$ cat config.mk
export PLATFORM = sky130hd
export DESIGN_NAME = gamepad_spi_poll_sequencer
export DESIGN_NICKNAME = d
export VERILOG_FILES = /design/src/hdl/gsps_pkg.sv /design/src/hdl/gsps_core.sv /design/src/hdl/gamepad_spi_poll_sequencer.sv
export SDC_FILE = /design/constraint.sdc
export NUM_CORES = 1
export LEC_CHECK = 0
export BUFFER_PORTS_ARGS = -buffer_cell sky130_fd_sc_hd__buf_2
export CAP_MARGIN = 20
export CORE_ASPECT_RATIO = 0.5
export CORE_MARGIN = 1.5
export CORE_UTILIZATION = 65
export CTS_BUF_LIST = sky130_fd_sc_hd__clkbuf_8 sky130_fd_sc_hd__clkbuf_16
export CTS_CLUSTER_DIAMETER = 40
export DETAILED_ROUTE_END_ITERATION = 6
export PLACE_DENSITY = 0.95
export SYNTH_ARGS = -nofsm -noshare
export SYNTH_HDL_FRONTEND = slang
export SYNTH_SLANG_ARGS = --single-unit
$ cat constraint.sdc
create_clock -name clk -period 8.52 [get_ports clk]
set_clock_uncertainty 0.1 [all_clocks]
set_input_delay 0.426 -clock clk [delete_from_list [all_inputs] [get_ports clk]]
set_output_delay 0.426 -clock clk [all_outputs]
set_load 0.1 [all_outputs]
$ cat src/hdl/gsps_pkg.sv
`timescale 1ns / 1ps

package gsps_pkg;

  localparam int CFG_W       = 16;
  localparam int CFG_IDX_W   = 2;
  localparam int BYTE_W      = 8;
  localparam int REPLY_KEEP  = 5;

  localparam logic [CFG_W-1:0]  PERIOD_RESET = 16'd16000;
  localparam logic [CFG_W-1:0]  DELAY_RESET  = 16'd200;
  localparam logic [CFG_W-1:0]  NO_PAD_RESET = 16'd0;

  localparam logic [BYTE_W-1:0] CMD_START    = 8'h01;
  localparam logic [BYTE_W-1:0] CMD_POLL     = 8'h42;
  localparam logic [BYTE_W-1:0] CMD_IDLE     = 8'h00;

  localparam logic [BYTE_W-1:0] HDR_ID0      = 8'hff;
  localparam logic [BYTE_W-1:0] HDR_MODE_DIG = 8'h41;
  localparam logic [BYTE_W-1:0] HDR_MODE_ANA = 8'h73;
  localparam logic [BYTE_W-1:0] HDR_ACK      = 8'h5a;

  typedef enum logic [CFG_IDX_W-1:0] {
    REG_PERIOD = 2'd0,
    REG_DELAY  = 2'd1,
    REG_NO_PAD = 2'd2
  } cfg_reg_t;

  typedef enum logic {
    FUNC_TICK = 1'b0,
    FUNC_RX   = 1'b1
  } func_t;

  typedef struct packed {
    logic              attention;
    logic              send_valid;
    logic [BYTE_W-1:0] send_byte;
    logic              poll_done;
    logic [CFG_W-1:0]  pad_state;
  } result_t;

endpackage

$ cat src/hdl/gsps_core.sv
`timescale 1ns / 1ps

module gsps_core #(
  parameter int POLL_BYTES = 9
) (
  input  logic                          clk,
  input  logic                          rst_n,
  input  logic                          cfg_we,
  input  logic [gsps_pkg::CFG_IDX_W-1:0] cfg_index,
  input  logic [gsps_pkg::CFG_W-1:0]    cfg_wdata,
  input  logic                          step,
  input  logic                          func,
  input  logic [gsps_pkg::BYTE_W-1:0]   rx_byte,
  output gsps_pkg::result_t             result
);
  import gsps_pkg::*;

  localparam int IDX_W = $clog2(POLL_BYTES + 1);

  logic [CFG_W-1:0]  period_r;
  logic [CFG_W-1:0]  delay_r;
  logic [CFG_W-1:0]  no_pad_r;
  logic [CFG_W-1:0]  tick_count_r, tick_count_nxt;
  logic              waiting_r, waiting_nxt;
  logic              attention_r, attention_nxt;
  logic [IDX_W-1:0]  byte_index_r, byte_index_nxt;
  logic [CFG_W-1:0]  last_pad_r, last_pad_nxt;
  logic [BYTE_W-1:0] reply_r [REPLY_KEEP];
  logic [BYTE_W-1:0] reply_view [REPLY_KEEP];

  logic [CFG_W-1:0]  tick_inc;
  logic [CFG_W-1:0]  tick_new;
  logic              period_hit;
  logic              wait_armed;
  logic              delay_hit;
  logic [IDX_W-1:0]  idx_inc;
  logic              poll_last;
  logic [IDX_W-1:0]  cmd_idx;
  logic [BYTE_W-1:0] cmd_byte;
  logic              header_ok;
  logic              send;
  logic              done;

  // configuration registers
  always_ff @(posedge clk) begin
    if (!rst_n) begin
      period_r <= PERIOD_RESET;
      delay_r  <= DELAY_RESET;
      no_pad_r <= NO_PAD_RESET;
    end else if (cfg_we) begin
      unique case (cfg_reg_t'(cfg_index))
        REG_PERIOD: period_r <= cfg_wdata;
        REG_DELAY:  delay_r  <= cfg_wdata;
        REG_NO_PAD: no_pad_r <= cfg_wdata;
        default: ;
      endcase
    end
  end

  assign tick_inc   = tick_count_r + 1'b1;
  assign period_hit = (tick_inc == period_r);
  assign tick_new   = period_hit ? '0 : tick_inc;
  assign wait_armed = waiting_r | period_hit;
  assign delay_hit  = (tick_new == delay_r) && wait_armed;

  assign idx_inc   = byte_index_r + 1'b1;
  assign poll_last = (idx_inc == IDX_W'(POLL_BYTES));

  // forward the byte arriving now into the header check
  for (genvar i = 0; i < REPLY_KEEP; i++) begin : g_reply
    assign reply_view[i] = (byte_index_r == IDX_W'(i)) ? rx_byte : reply_r[i];
  end

  always_ff @(posedge clk) begin
    for (int i = 0; i < REPLY_KEEP; i++) begin
      if (step && func == FUNC_RX && byte_index_r == IDX_W'(i)) begin
        reply_r[i] <= rx_byte;
      end
    end
  end

  assign header_ok = (reply_view[0] == HDR_ID0) &&
                     ((reply_view[1] == HDR_MODE_DIG) || (reply_view[1] == HDR_MODE_ANA)) &&
                     (reply_view[2] == HDR_ACK);

  assign cmd_idx = (func == FUNC_RX) ? idx_inc : byte_index_r;

  always_comb begin
    if (cmd_idx == IDX_W'(0)) begin
      cmd_byte = CMD_START;
    end else if (cmd_idx == IDX_W'(1)) begin
      cmd_byte = CMD_POLL;
    end else begin
      cmd_byte = CMD_IDLE;
    end
  end

  always_comb begin
    tick_count_nxt = tick_count_r;
    waiting_nxt    = waiting_r;
    attention_nxt  = attention_r;
    byte_index_nxt = byte_index_r;
    last_pad_nxt   = last_pad_r;
    send           = 1'b0;
    done           = 1'b0;
    unique case (func_t'(func))
      FUNC_TICK: begin
        tick_count_nxt = tick_new;
        attention_nxt  = attention_r | period_hit;
        waiting_nxt    = wait_armed & ~delay_hit;
        send           = delay_hit;
      end
      FUNC_RX: begin
        if (poll_last) begin
          attention_nxt  = 1'b0;
          byte_index_nxt = '0;
          done           = 1'b1;
          last_pad_nxt   = header_ok ? ~{reply_view[4], reply_view[3]} : no_pad_r;
        end else begin
          byte_index_nxt = idx_inc;
          send           = 1'b1;
        end
      end
    endcase
  end

  always_ff @(posedge clk) begin
    if (!rst_n) begin
      tick_count_r <= '0;
      waiting_r    <= 1'b0;
      attention_r  <= 1'b0;
      byte_index_r <= '0;
      last_pad_r   <= NO_PAD_RESET;
    end else if (step) begin
      tick_count_r <= tick_count_nxt;
      waiting_r    <= waiting_nxt;
      attention_r  <= attention_nxt;
      byte_index_r <= byte_index_nxt;
      last_pad_r   <= last_pad_nxt;
    end
  end

  assign result.attention  = attention_nxt;
  assign result.send_valid = send;
  assign result.send_byte  = send ? cmd_byte : '0;
  assign result.poll_done  = done;
  assign result.pad_state  = last_pad_nxt;

endmodule

$ cat src/hdl/gamepad_spi_poll_sequencer.sv
`timescale 1ns / 1ps

// result path: input register, then result register, from input transaction to result
// throughput: one transaction per cycle; input stalls only while both registers are full
// and the result is stalled
// state update is single pass: compares and one indexed store in the step cycle
// reset (rst_n low, synchronous): pipeline empty, timer and byte index cleared,
// attention released, config back to defaults, pad state equal to the no-pad default

module gamepad_spi_poll_sequencer #(
  parameter int POLL_BYTES = 9
) (
  input  logic                           clk,
  input  logic                           rst_n,
  input  logic                           cfg_we,
  input  logic [gsps_pkg::CFG_IDX_W-1:0] cfg_index,
  input  logic [gsps_pkg::CFG_W-1:0]     cfg_wdata,
  input  logic                           in_valid,
  output logic                           in_stall,
  input  logic                           in_func,
  input  logic [gsps_pkg::BYTE_W-1:0]    in_rx_byte,
  output logic                           out_valid,
  input  logic                           out_stall,
  output logic                           out_attention,
  output logic                           out_send_valid,
  output logic [gsps_pkg::BYTE_W-1:0]    out_send_byte,
  output logic                           out_poll_done,
  output logic [gsps_pkg::CFG_W-1:0]     out_pad_state
);
  import gsps_pkg::*;

  logic              in_valid_r;
  logic              func_r;
  logic [BYTE_W-1:0] rx_byte_r;
  logic              out_valid_r;
  result_t           result_r;
  result_t           result;
  logic              advance;
  logic              in_fire;

  assign advance  = in_valid_r && (!out_valid_r || !out_stall);
  assign in_stall = in_valid_r && !advance;
  assign in_fire  = in_valid && !in_stall;

  always_ff @(posedge clk) begin
    if (!rst_n) begin
      in_valid_r <= 1'b0;
    end else if (in_fire) begin
      in_valid_r <= 1'b1;
    end else if (advance) begin
      in_valid_r <= 1'b0;
    end
  end

  always_ff @(posedge clk) begin
    if (in_fire) begin
      func_r    <= in_func;
      rx_byte_r <= in_rx_byte;
    end
  end

  gsps_core #(
    .POLL_BYTES(POLL_BYTES)
  ) u_core (
    .clk      (clk),
    .rst_n    (rst_n),
    .cfg_we   (cfg_we),
    .cfg_index(cfg_index),
    .cfg_wdata(cfg_wdata),
    .step     (advance),
    .func     (func_r),
    .rx_byte  (rx_byte_r),
    .result   (result)
  );

  always_ff @(posedge clk) begin
    if (!rst_n) begin
      out_valid_r <= 1'b0;
    end else if (advance) begin
      out_valid_r <= 1'b1;
    end else if (!out_stall) begin
      out_valid_r <= 1'b0;
    end
  end

  always_ff @(posedge clk) begin
    if (advance) begin
      result_r <= result;
    end
  end

  assign out_valid      = out_valid_r;
  assign out_attention  = result_r.attention;
  assign out_send_valid = result_r.send_valid;
  assign out_send_byte  = result_r.send_byte;
  assign out_poll_done  = result_r.poll_done;
  assign out_pad_state  = result_r.pad_state;

endmodule

==> impl_metrics.py, run 1 <==
metrics = {
    "logic_synthesis": {
        "synthFlopType": "dfxtp_1",
        "ys_ff_latch": 158,
        "synth-edff-count": 70,
        "synth.distinct_cells": 67,
        "yosysSeqAreaShare": 0.508,
        "netlist_area_um2": 7610,
        "synth_largest_area_cell": "edfxtp_1",
        "yosysMostFrequentCell": "nand2_1",
        "yosysWarnings": 0,
        "synth_area_per_cell_um2": 9.57,
        "synthArstFlopShare": 0,
        "synth_commonest_cells": "nand2_1 (190), dfxtp_1 (88), edfxtp_1 (70)",
        "synth_top_cell_area_share": 0.276,
        "synthTopCellsByArea": "edfxtp_1 (28%), dfxtp_1 (23%), nand2_1 (9.4%)",
        "synth_cells": 795,
    },
    "timing": {
        "fmaxAchievable_ghz": 0.272,
        "fin_setup_tns_ns": 0,
        "timing_worst_slew_pin_value_ns": 1.04,
        "hold_violations": 0,
        "hold_ws_ns": 0.0733,
        "maxSlewViolCount": 0,
        "min_period_ns": 3.67,
        "finalSetupViolations": 0,
        "rsz0062_at_grt": "false",
        "period_share": 0.431,
        "max-slew-margin-rel": 0.305,
    },
    "setup_path": {
        "crit_fanout": 19,
        "critPathKind": "flop to flop",
        "startpoint_type": "flop",
        "crit_family": "simple AND/OR/NAND/NOR gates",
        "crit_arrival_ns": 3.80,
        "endpoint_kind": "flop",
        "crit_path_max_incr_delay_ns": 0.53,
        "worstPathCellList": "ha_1 -> nand3_2 -> nor3_1 -> xor2_1 -> o21ai_0 -> nand4_4 -> nor2_8 -> mux2i_1 -> nand2_1 -> o41ai_2",
        "critPathSlowestCell": "dfxtp_1",
        "critical_path_buf_inv_count": 0,
        "cp_data_required_time_ns": 8.64,
    },
    "pwr": {
        "p_leak_uw": 0.00315,
        "powerDensity_nw_per_um2": 205,
        "ir_worst_vdd_uv": 133,
    },
    "layout": {
        "nNetsFinal": 864,
        "drive_above_1_share": 0.129,
        "multiInputGateArea_um2": 3500,
        "fillers": 643,
        "seqCellArea_um2": 3860,
        "antenna_cells": 0,
        "layout-area-overhead-vs-synth_pct": 11.9,
    },
    "clock_network": {
        "clk_pin_slew_ns": 0.06,
        "cts_tree": "yes",
        "cts_setup_buffers": 0,
        "clock_path_buffers": 2,
        "numCtsBuffers": 17,
        "cts_resized": 0,
        "hold_buffers": 0,
        "htreeDepth": 4,
        "cts_num_sinks": 158,
        "cts-root-buf": "clkbuf_16",
        "insertion_delay_ns": 0.43,
    },
    "global_route": {
        "antenna_found_initial": 0,
        "grt_max_degree": 89,
        "grt_pass1_vias": 6007,
        "overflow": 0,
        "grt_usage": 0.338,
        "grt_pass1_wl_mm": 32.0,
    },
    "die": {
        "io_pins": 61,
        "start_util": 0.681,
        "core_area_um2": 11200,
        "die-area_um2": 12400,
        "die_h_um": 79.5,
        "die_w_um": 156,
        "fp-row-count": 27,
    },
    "place": {
        "hpwl_mm": 12.6,
        "io_buffer_count": 55,
        "gp_congestion": 0.961,
    },
    "drt": {
        "vias_per_cell": 6.48,
        "initialDrtViolationCount": 973,
        "routed_wl_mm": 20.2,
        "vias": 6478,
        "drc": 0,
        "drtAntennaViolNets": 0,
        "wl_per_cell_um": 20.3,
        "first_pass_iters": 6,
    },
    "flow_run": {
        "drv_cap": 0,
    },
    "status": {
        "status": "completed",
    },
    "worst_hold_path": {
        "hp-class": "primary input to flop",
    },
}
## cell usage in the layout, fill, tap and decap left out, drive strengths merged, types with 15 or more instances in the layout
| cell type | netlist | routed |
|---|---|---|
| nand3 | 21 | 21 |
| a21boi | 62 | 62 |
| o21ai | 49 | 49 |
| nor2b | 18 | 18 |
| xnor2 | 18 | 18 |
| nor3 | 20 | 20 |
| clkbuf | 30 | 18 |
| buf | 20 | 59 |
| dfxtp | 88 | 88 |
| mux2i | 34 | 34 |
| a21oi | 17 | 17 |
| inv | 6 | 15 |
| nand2 | 190 | 190 |
| edfxtp | 70 | 70 |
| nor2 | 23 | 23 |
## cells by family after synthesis
family / Yosys count / share of synthesized area
fa+ha+maj: 5 / 0.00822
buf+inv: 57 / 0.0342
flops: 158 / 0.508
xor+xnor: 31 / 0.0375
compound gates: 165 / 0.144
simple gates: 344 / 0.223
other cells: 1 / 0.000493
mux: 34 / 0.0447
## path summary, 6_finish.rpt
path,slack (ns),to,startpoint,cells after the start
hold / removal,0.07,rx_byte_r[6]$_DFFE_PP_,in_rx_byte[6],1
hold reg to reg,0.36,u_core.last_pad_r[12]$_SDFFE_PN0P_,u_core.last_pad_r[12]$_SDFFE_PN0P_,2
setup reg to reg,4.85,out_send_byte[0]$_SDFFCE_PN0P_,u_core.tick_count_r[0]$_SDFFE_PN0P_,10
setup / recovery,4.85,out_send_byte[0]$_SDFFCE_PN0P_,u_core.tick_count_r[0]$_SDFFE_PN0P_,10
## power by group
group | internal [µW] | switching (µW)
clock network | 460 | 335
registers | 808 | 20.5
logic | 32.0 | 91.7
## stage by stage
step                setup slack [ns]  instances  utilization  total power (µW)  cell area [µm²]
floorplan                       5.67        799            -               929             7620
detailed placement              5.01        967        0.706               962             7900
global placement                5.20        967        0.706               959             7900
finish                          4.85        999        0.761              1750             8510
CTS                             4.92        999        0.761              1740             8510
global route                    4.61        999        0.761              1790             8510
## registers in the layout, summed over array words and instances (netlist names), 2 cells and up
name / flops
u_core.reply_r: 40
out_pad_state: 16
u_core.delay_r: 16
u_core.last_pad_r: 16
u_core.no_pad_r: 16
u_core.period_r: 16
u_core.tick_count_r: 16
rx_byte_r: 8
u_core.byte_index_r: 4
out_send_byte: 2
## cell type report
type                       instances  share of cell area
timing repair buffer              59              0.0359
sequential                       158               0.454
tap                              159              0.0234
clock inverter                    14              0.0196
clock buffer                      18              0.0529
inverter                           7             0.00309
multi-input combinational        584               0.411
## layer usage
metal | global-route usage | vias to the layer above | share of wire
met5 | 0 | - | 0
met4 | 0.141 | 0 | 0.035
met3 | 0.0765 | 98 | 0.11
met2 | 0.550 | 474 | 0.47
met1 | 0.439 | 3033 | 0.39
li1 | - | 2873 | -
Note: power is estimated with default switching activity, not from simulation.
==> run 2, diff against run 1 <==
--- a/config.mk
+++ b/config.mk
@@ -5,15 +5,16 @@
 export SDC_FILE = /design/constraint.sdc
 export NUM_CORES = 1
 export LEC_CHECK = 0
+export ABC_AREA = 1
 export BUFFER_PORTS_ARGS = -buffer_cell sky130_fd_sc_hd__buf_2
 export CAP_MARGIN = 20
 export CORE_ASPECT_RATIO = 0.5
 export CORE_MARGIN = 1.5
-export CORE_UTILIZATION = 65
+export CORE_UTILIZATION = 60
 export CTS_BUF_LIST = sky130_fd_sc_hd__clkbuf_8 sky130_fd_sc_hd__clkbuf_16
 export CTS_CLUSTER_DIAMETER = 40
 export DETAILED_ROUTE_END_ITERATION = 6
-export PLACE_DENSITY = 0.95
+export PLACE_DENSITY = 0.91
 export SYNTH_ARGS = -nofsm -noshare
 export SYNTH_HDL_FRONTEND = slang
 export SYNTH_SLANG_ARGS = --single-unit
==> constraint.sdc (replaced) <==
create_clock -name clk -period 3.6 [get_ports clk]
set_clock_uncertainty 0.1 [all_clocks]
set_input_delay 0.18 -clock clk [delete_from_list [all_inputs] [get_ports clk]]
set_output_delay 0.18 -clock clk [all_outputs]
set_load 0.1 [all_outputs]
==> impl_metrics.py, run 2 <==
metrics = {
    "layout": {
        "final_common_cell": "nand2_1",
        "top_register": "u_core.reply_r",
        "largest_reg_flops": 40,
        "nNetsFinal": 972,
        "drive_above_1_share": 0.113,
        "layout-area-overhead-vs-synth_pct": 16.7,
        "fillers": 765,
        "mostFrequentLayoutCells": "nand2_1 (166), o21ai_0 (104), nor2_1 (103)",
    },
    "logic_synthesis": {
        "synthTopCellsByArea": "edfxtp_1 (29%), dfxtp_1 (24%), nand2_1 (8.6%)",
        "synth.distinct_cells": 37,
        "synthArstFlopShare": 0,
        "netlist_area_um2": 7210,
        "yosysWarnings": 0,
        "yosysMostFrequentCell": "nand2_1",
        "synth_commonest_cells": "nand2_1 (166), nor2_1 (105), o21ai_0 (105)",
        "synth_area_per_cell_um2": 8.41,
        "ys_ff_latch": 158,
        "synth_largest_area_cell": "edfxtp_1",
        "synth-edff-count": 70,
        "synth_cells": 858,
        "synth_top_cell_area_share": 0.291,
        "synthFlopType": "dfxtp_1",
        "yosysSeqAreaShare": 0.536,
    },
    "worst_hold_path": {
        "hold_depth": 5,
        "min_from": "cfg_index[1]",
        "hp-class": "primary input to flop",
        "min_to": "u_core.delay_r[3]$_SDFFE_PN1P_",
    },
    "setup_path": {
        "rrSetupSlack_ns": 0.27,
        "endpoint_kind": "flop",
        "critPathKind": "flop to flop",
        "crit_fanout": 17,
        "cp_data_required_time_ns": 3.67,
        "worstReg2RegStart": "u_core.tick_count_r[0]$_SDFFE_PN0P_",
        "worstPathCellList": "ha_1 -> nand3_1 -> o21ai_1 -> nand2_1 -> nand2_1 -> nand2_1 -> nor2_1 -> nand2_1 -> nor2_4 -> nand3_4 -> nand2_1 -> nand2_1 -> nand2_1 -> nor2_1 -> nand2_1 -> nor2_2 -> nand3_1 -> nand2_1 -> nand2_1 -> inv_1",
        "cpMostUsedCell": "nand2_1",
        "r2r_cells": 20,
        "crit_path_max_incr_delay_ns": 0.43,
        "startpoint_type": "flop",
        "crit_arrival_ns": 3.40,
        "critPathSlowestCell": "dfxtp_1",
        "rr_endpoint": "out_send_valid$_DFFE_PP_",
    },
    "place": {
        "hpwl_mm": 11.3,
        "io_buffer_count": 55,
        "place_ws_ns": 0.379,
        "gp_congestion": 1.00,
    },
    "drt": {
        "drtAntennaViolNets": 0,
        "drc": 0,
        "wl_per_cell_um": 16.9,
        "initialDrtViolationCount": 883,
        "vias_per_cell": 5.85,
        "first_pass_iters": 6,
        "vias": 6520,
        "routed_wl_mm": 18.8,
    },
    "die": {
        "die-area_um2": 12700,
        "fp-row-count": 28,
        "die_h_um": 80.5,
        "core_area_um2": 11800,
        "io_pins": 61,
        "start_util": 0.613,
        "die_w_um": 158,
    },
    "timing": {
        "max-slew-margin-rel": 0.326,
        "maxSlewViolCount": 0,
        "hold_violations": 0,
        "finalSetupViolations": 0,
        "fmaxAchievable_ghz": 0.300,
        "fin_setup_tns_ns": 0,
        "fin_ws_ns": 0.271,
        "min_period_ns": 3.33,
        "timing_worst_slew_pin_value_ns": 1.01,
        "period_share": 0.925,
    },
    "global_route": {
        "grt_max_degree": 66,
        "antenna_found_initial": 1,
        "grt_pass1_vias": 6081,
        "grt_pass1_wl_mm": 29.2,
        "overflow": 0,
        "grt_usage": 0.302,
    },
    "clock_network": {
        "clock_path_buffers": 2,
        "cts-root-buf": "clkbuf_16",
        "clk_pin_slew_ns": 0.06,
        "cts_tree": "yes",
        "htreeDepth": 4,
        "numCtsBuffers": 17,
        "cts_num_sinks": 158,
        "insertion_delay_ns": 0.42,
        "cts_setup_buffers": 0,
    },
    "pwr": {
        "ir_worst_vdd_uv": 380,
        "total_power_uw": 4080,
        "p_clk_frac": 0.391,
        "powerDensity_nw_per_um2": 485,
        "power_frac_comb": 0.113,
        "netSwitchingFraction": 0.275,
        "internal_power_uw": 2960,
        "p_leak_uw": 0.00369,
        "pwr-share-seq": 0.496,
        "p_switching_uw": 1120,
    },
    "flow_run": {
        "drv_cap": 0,
    },
    "status": {
        "status": "completed",
    },
}
==> run 2: changes by cell type after synthesis, moves of 9 or more <==
cell,before,now
nor2_1,21,105
inv_1,6,89
o21ai_0,39,105
a21boi_0,60,0
a21oi_1,16,63
nand3_1,19,48
nand2_1,190,166
mux2i_1,34,15
nor3_1,19,0
nor2b_1,18,0
xnor2_1,18,3
buf_2,13,1
and2_1,9,0
==> run 2: power by group through the flow <==
stage	clock network (µW)	logic (µW)	registers, µW
floorplan	0	235	2130
global placement	0	401	2050
detailed placement	0	412	2060
CTS	1590	442	2020
global route	1660	496	2030
finish	1600	462	2020
==> run 2: timing repair <==
action                     in CTS  in global routing
gates resized for setup         0                  4
hold endpoints to repair       50                  0
setup endpoints to repair       0                  3
hold buffers                   27                  0
==> run 2: kinds of logic after synthesis <==
| logic type | count (synthesis) | synth area share |
|---|---|---|
| AOI/OAI and AO/OA | 179 | 0.128 |
| xor gates and xnor gates | 9 | 0.0149 |
| adders and majority gates | 5 | 0.00867 |
| buffers and inverters | 129 | 0.0730 |
| DFF | 158 | 0.536 |
| muxes | 15 | 0.0208 |
| other | 1 | 0.000520 |
| and+or+nand+nor | 362 | 0.218 |
==> run 2: final cells by class <==
class	count	area [µm²]	area share
multi-input cells	576	2870	0.341
clock inverters	15	96.3	0.0114
flip-flops and latches	158	3860	0.459
clock buffers	17	425	0.0506
repair buffers	90	606	0.0720
diodes	1	2.50	0.000297
inverters	92	345	0.0410
well taps	165	206	0.0245
==> run 2: per-stage QoR <==
stage	hold WS [ns]	cell area [µm²]	utilization	instances
floorplan	0.179	7230	-	862
global placement	0.257	7590	0.645	1053
detailed placement	0.258	7590	0.645	1053
CTS	0.164	8390	0.712	1112
global route	0.218	8410	0.715	1114
finish	0.202	8410	0.715	1114
==> run 2: how the worst max path moves through the flow <==
stage | start | slack (ns) | end | cells after the start
detailed placement | u_core.tick_count_r[0]$_SDFFE_PN0P_ | 0.38 | out_send_byte[0]$_SDFFCE_PN0P_ | 19
CTS | u_core.tick_count_r[0]$_SDFFE_PN0P_ | 0.30 | out_send_byte[0]$_SDFFCE_PN0P_ | 19
finish | u_core.tick_count_r[0]$_SDFFE_PN0P_ | 0.27 | out_send_valid$_DFFE_PP_ | 20
global placement | u_core.tick_count_r[0]$_SDFFE_PN0P_ | 0.59 | out_send_byte[1]$_SDFFCE_PP0P_ | 19
global route | u_core.tick_count_r[0]$_SDFFE_PN0P_ | -0.04 | out_send_byte[0]$_SDFFCE_PN0P_ | 19
floorplan | out_valid$_SDFFE_PN0P_ | 0.36 | func_r$_DFFE_PP_ | 5
==> run 2: routing by layer <==
metal,vias up,part of all wire,track usage
met5,-,0,0
met4,0,0.048,0.179
met3,104,0.098,0.0712
met2,425,0.48,0.512
met1,2974,0.38,0.353
li1,3017,-,-
==> run 2: critical path: cells and delay by family (launching register included) <==
family,cells,cell delay [ns]
flip-flops,1,0.43
buffers and inverters,1,0.06
adder cells (fa/ha/maj),1,0.23
AO/OA/AOI/OAI,1,0.26
AND/OR/NAND/NOR,17,2.00
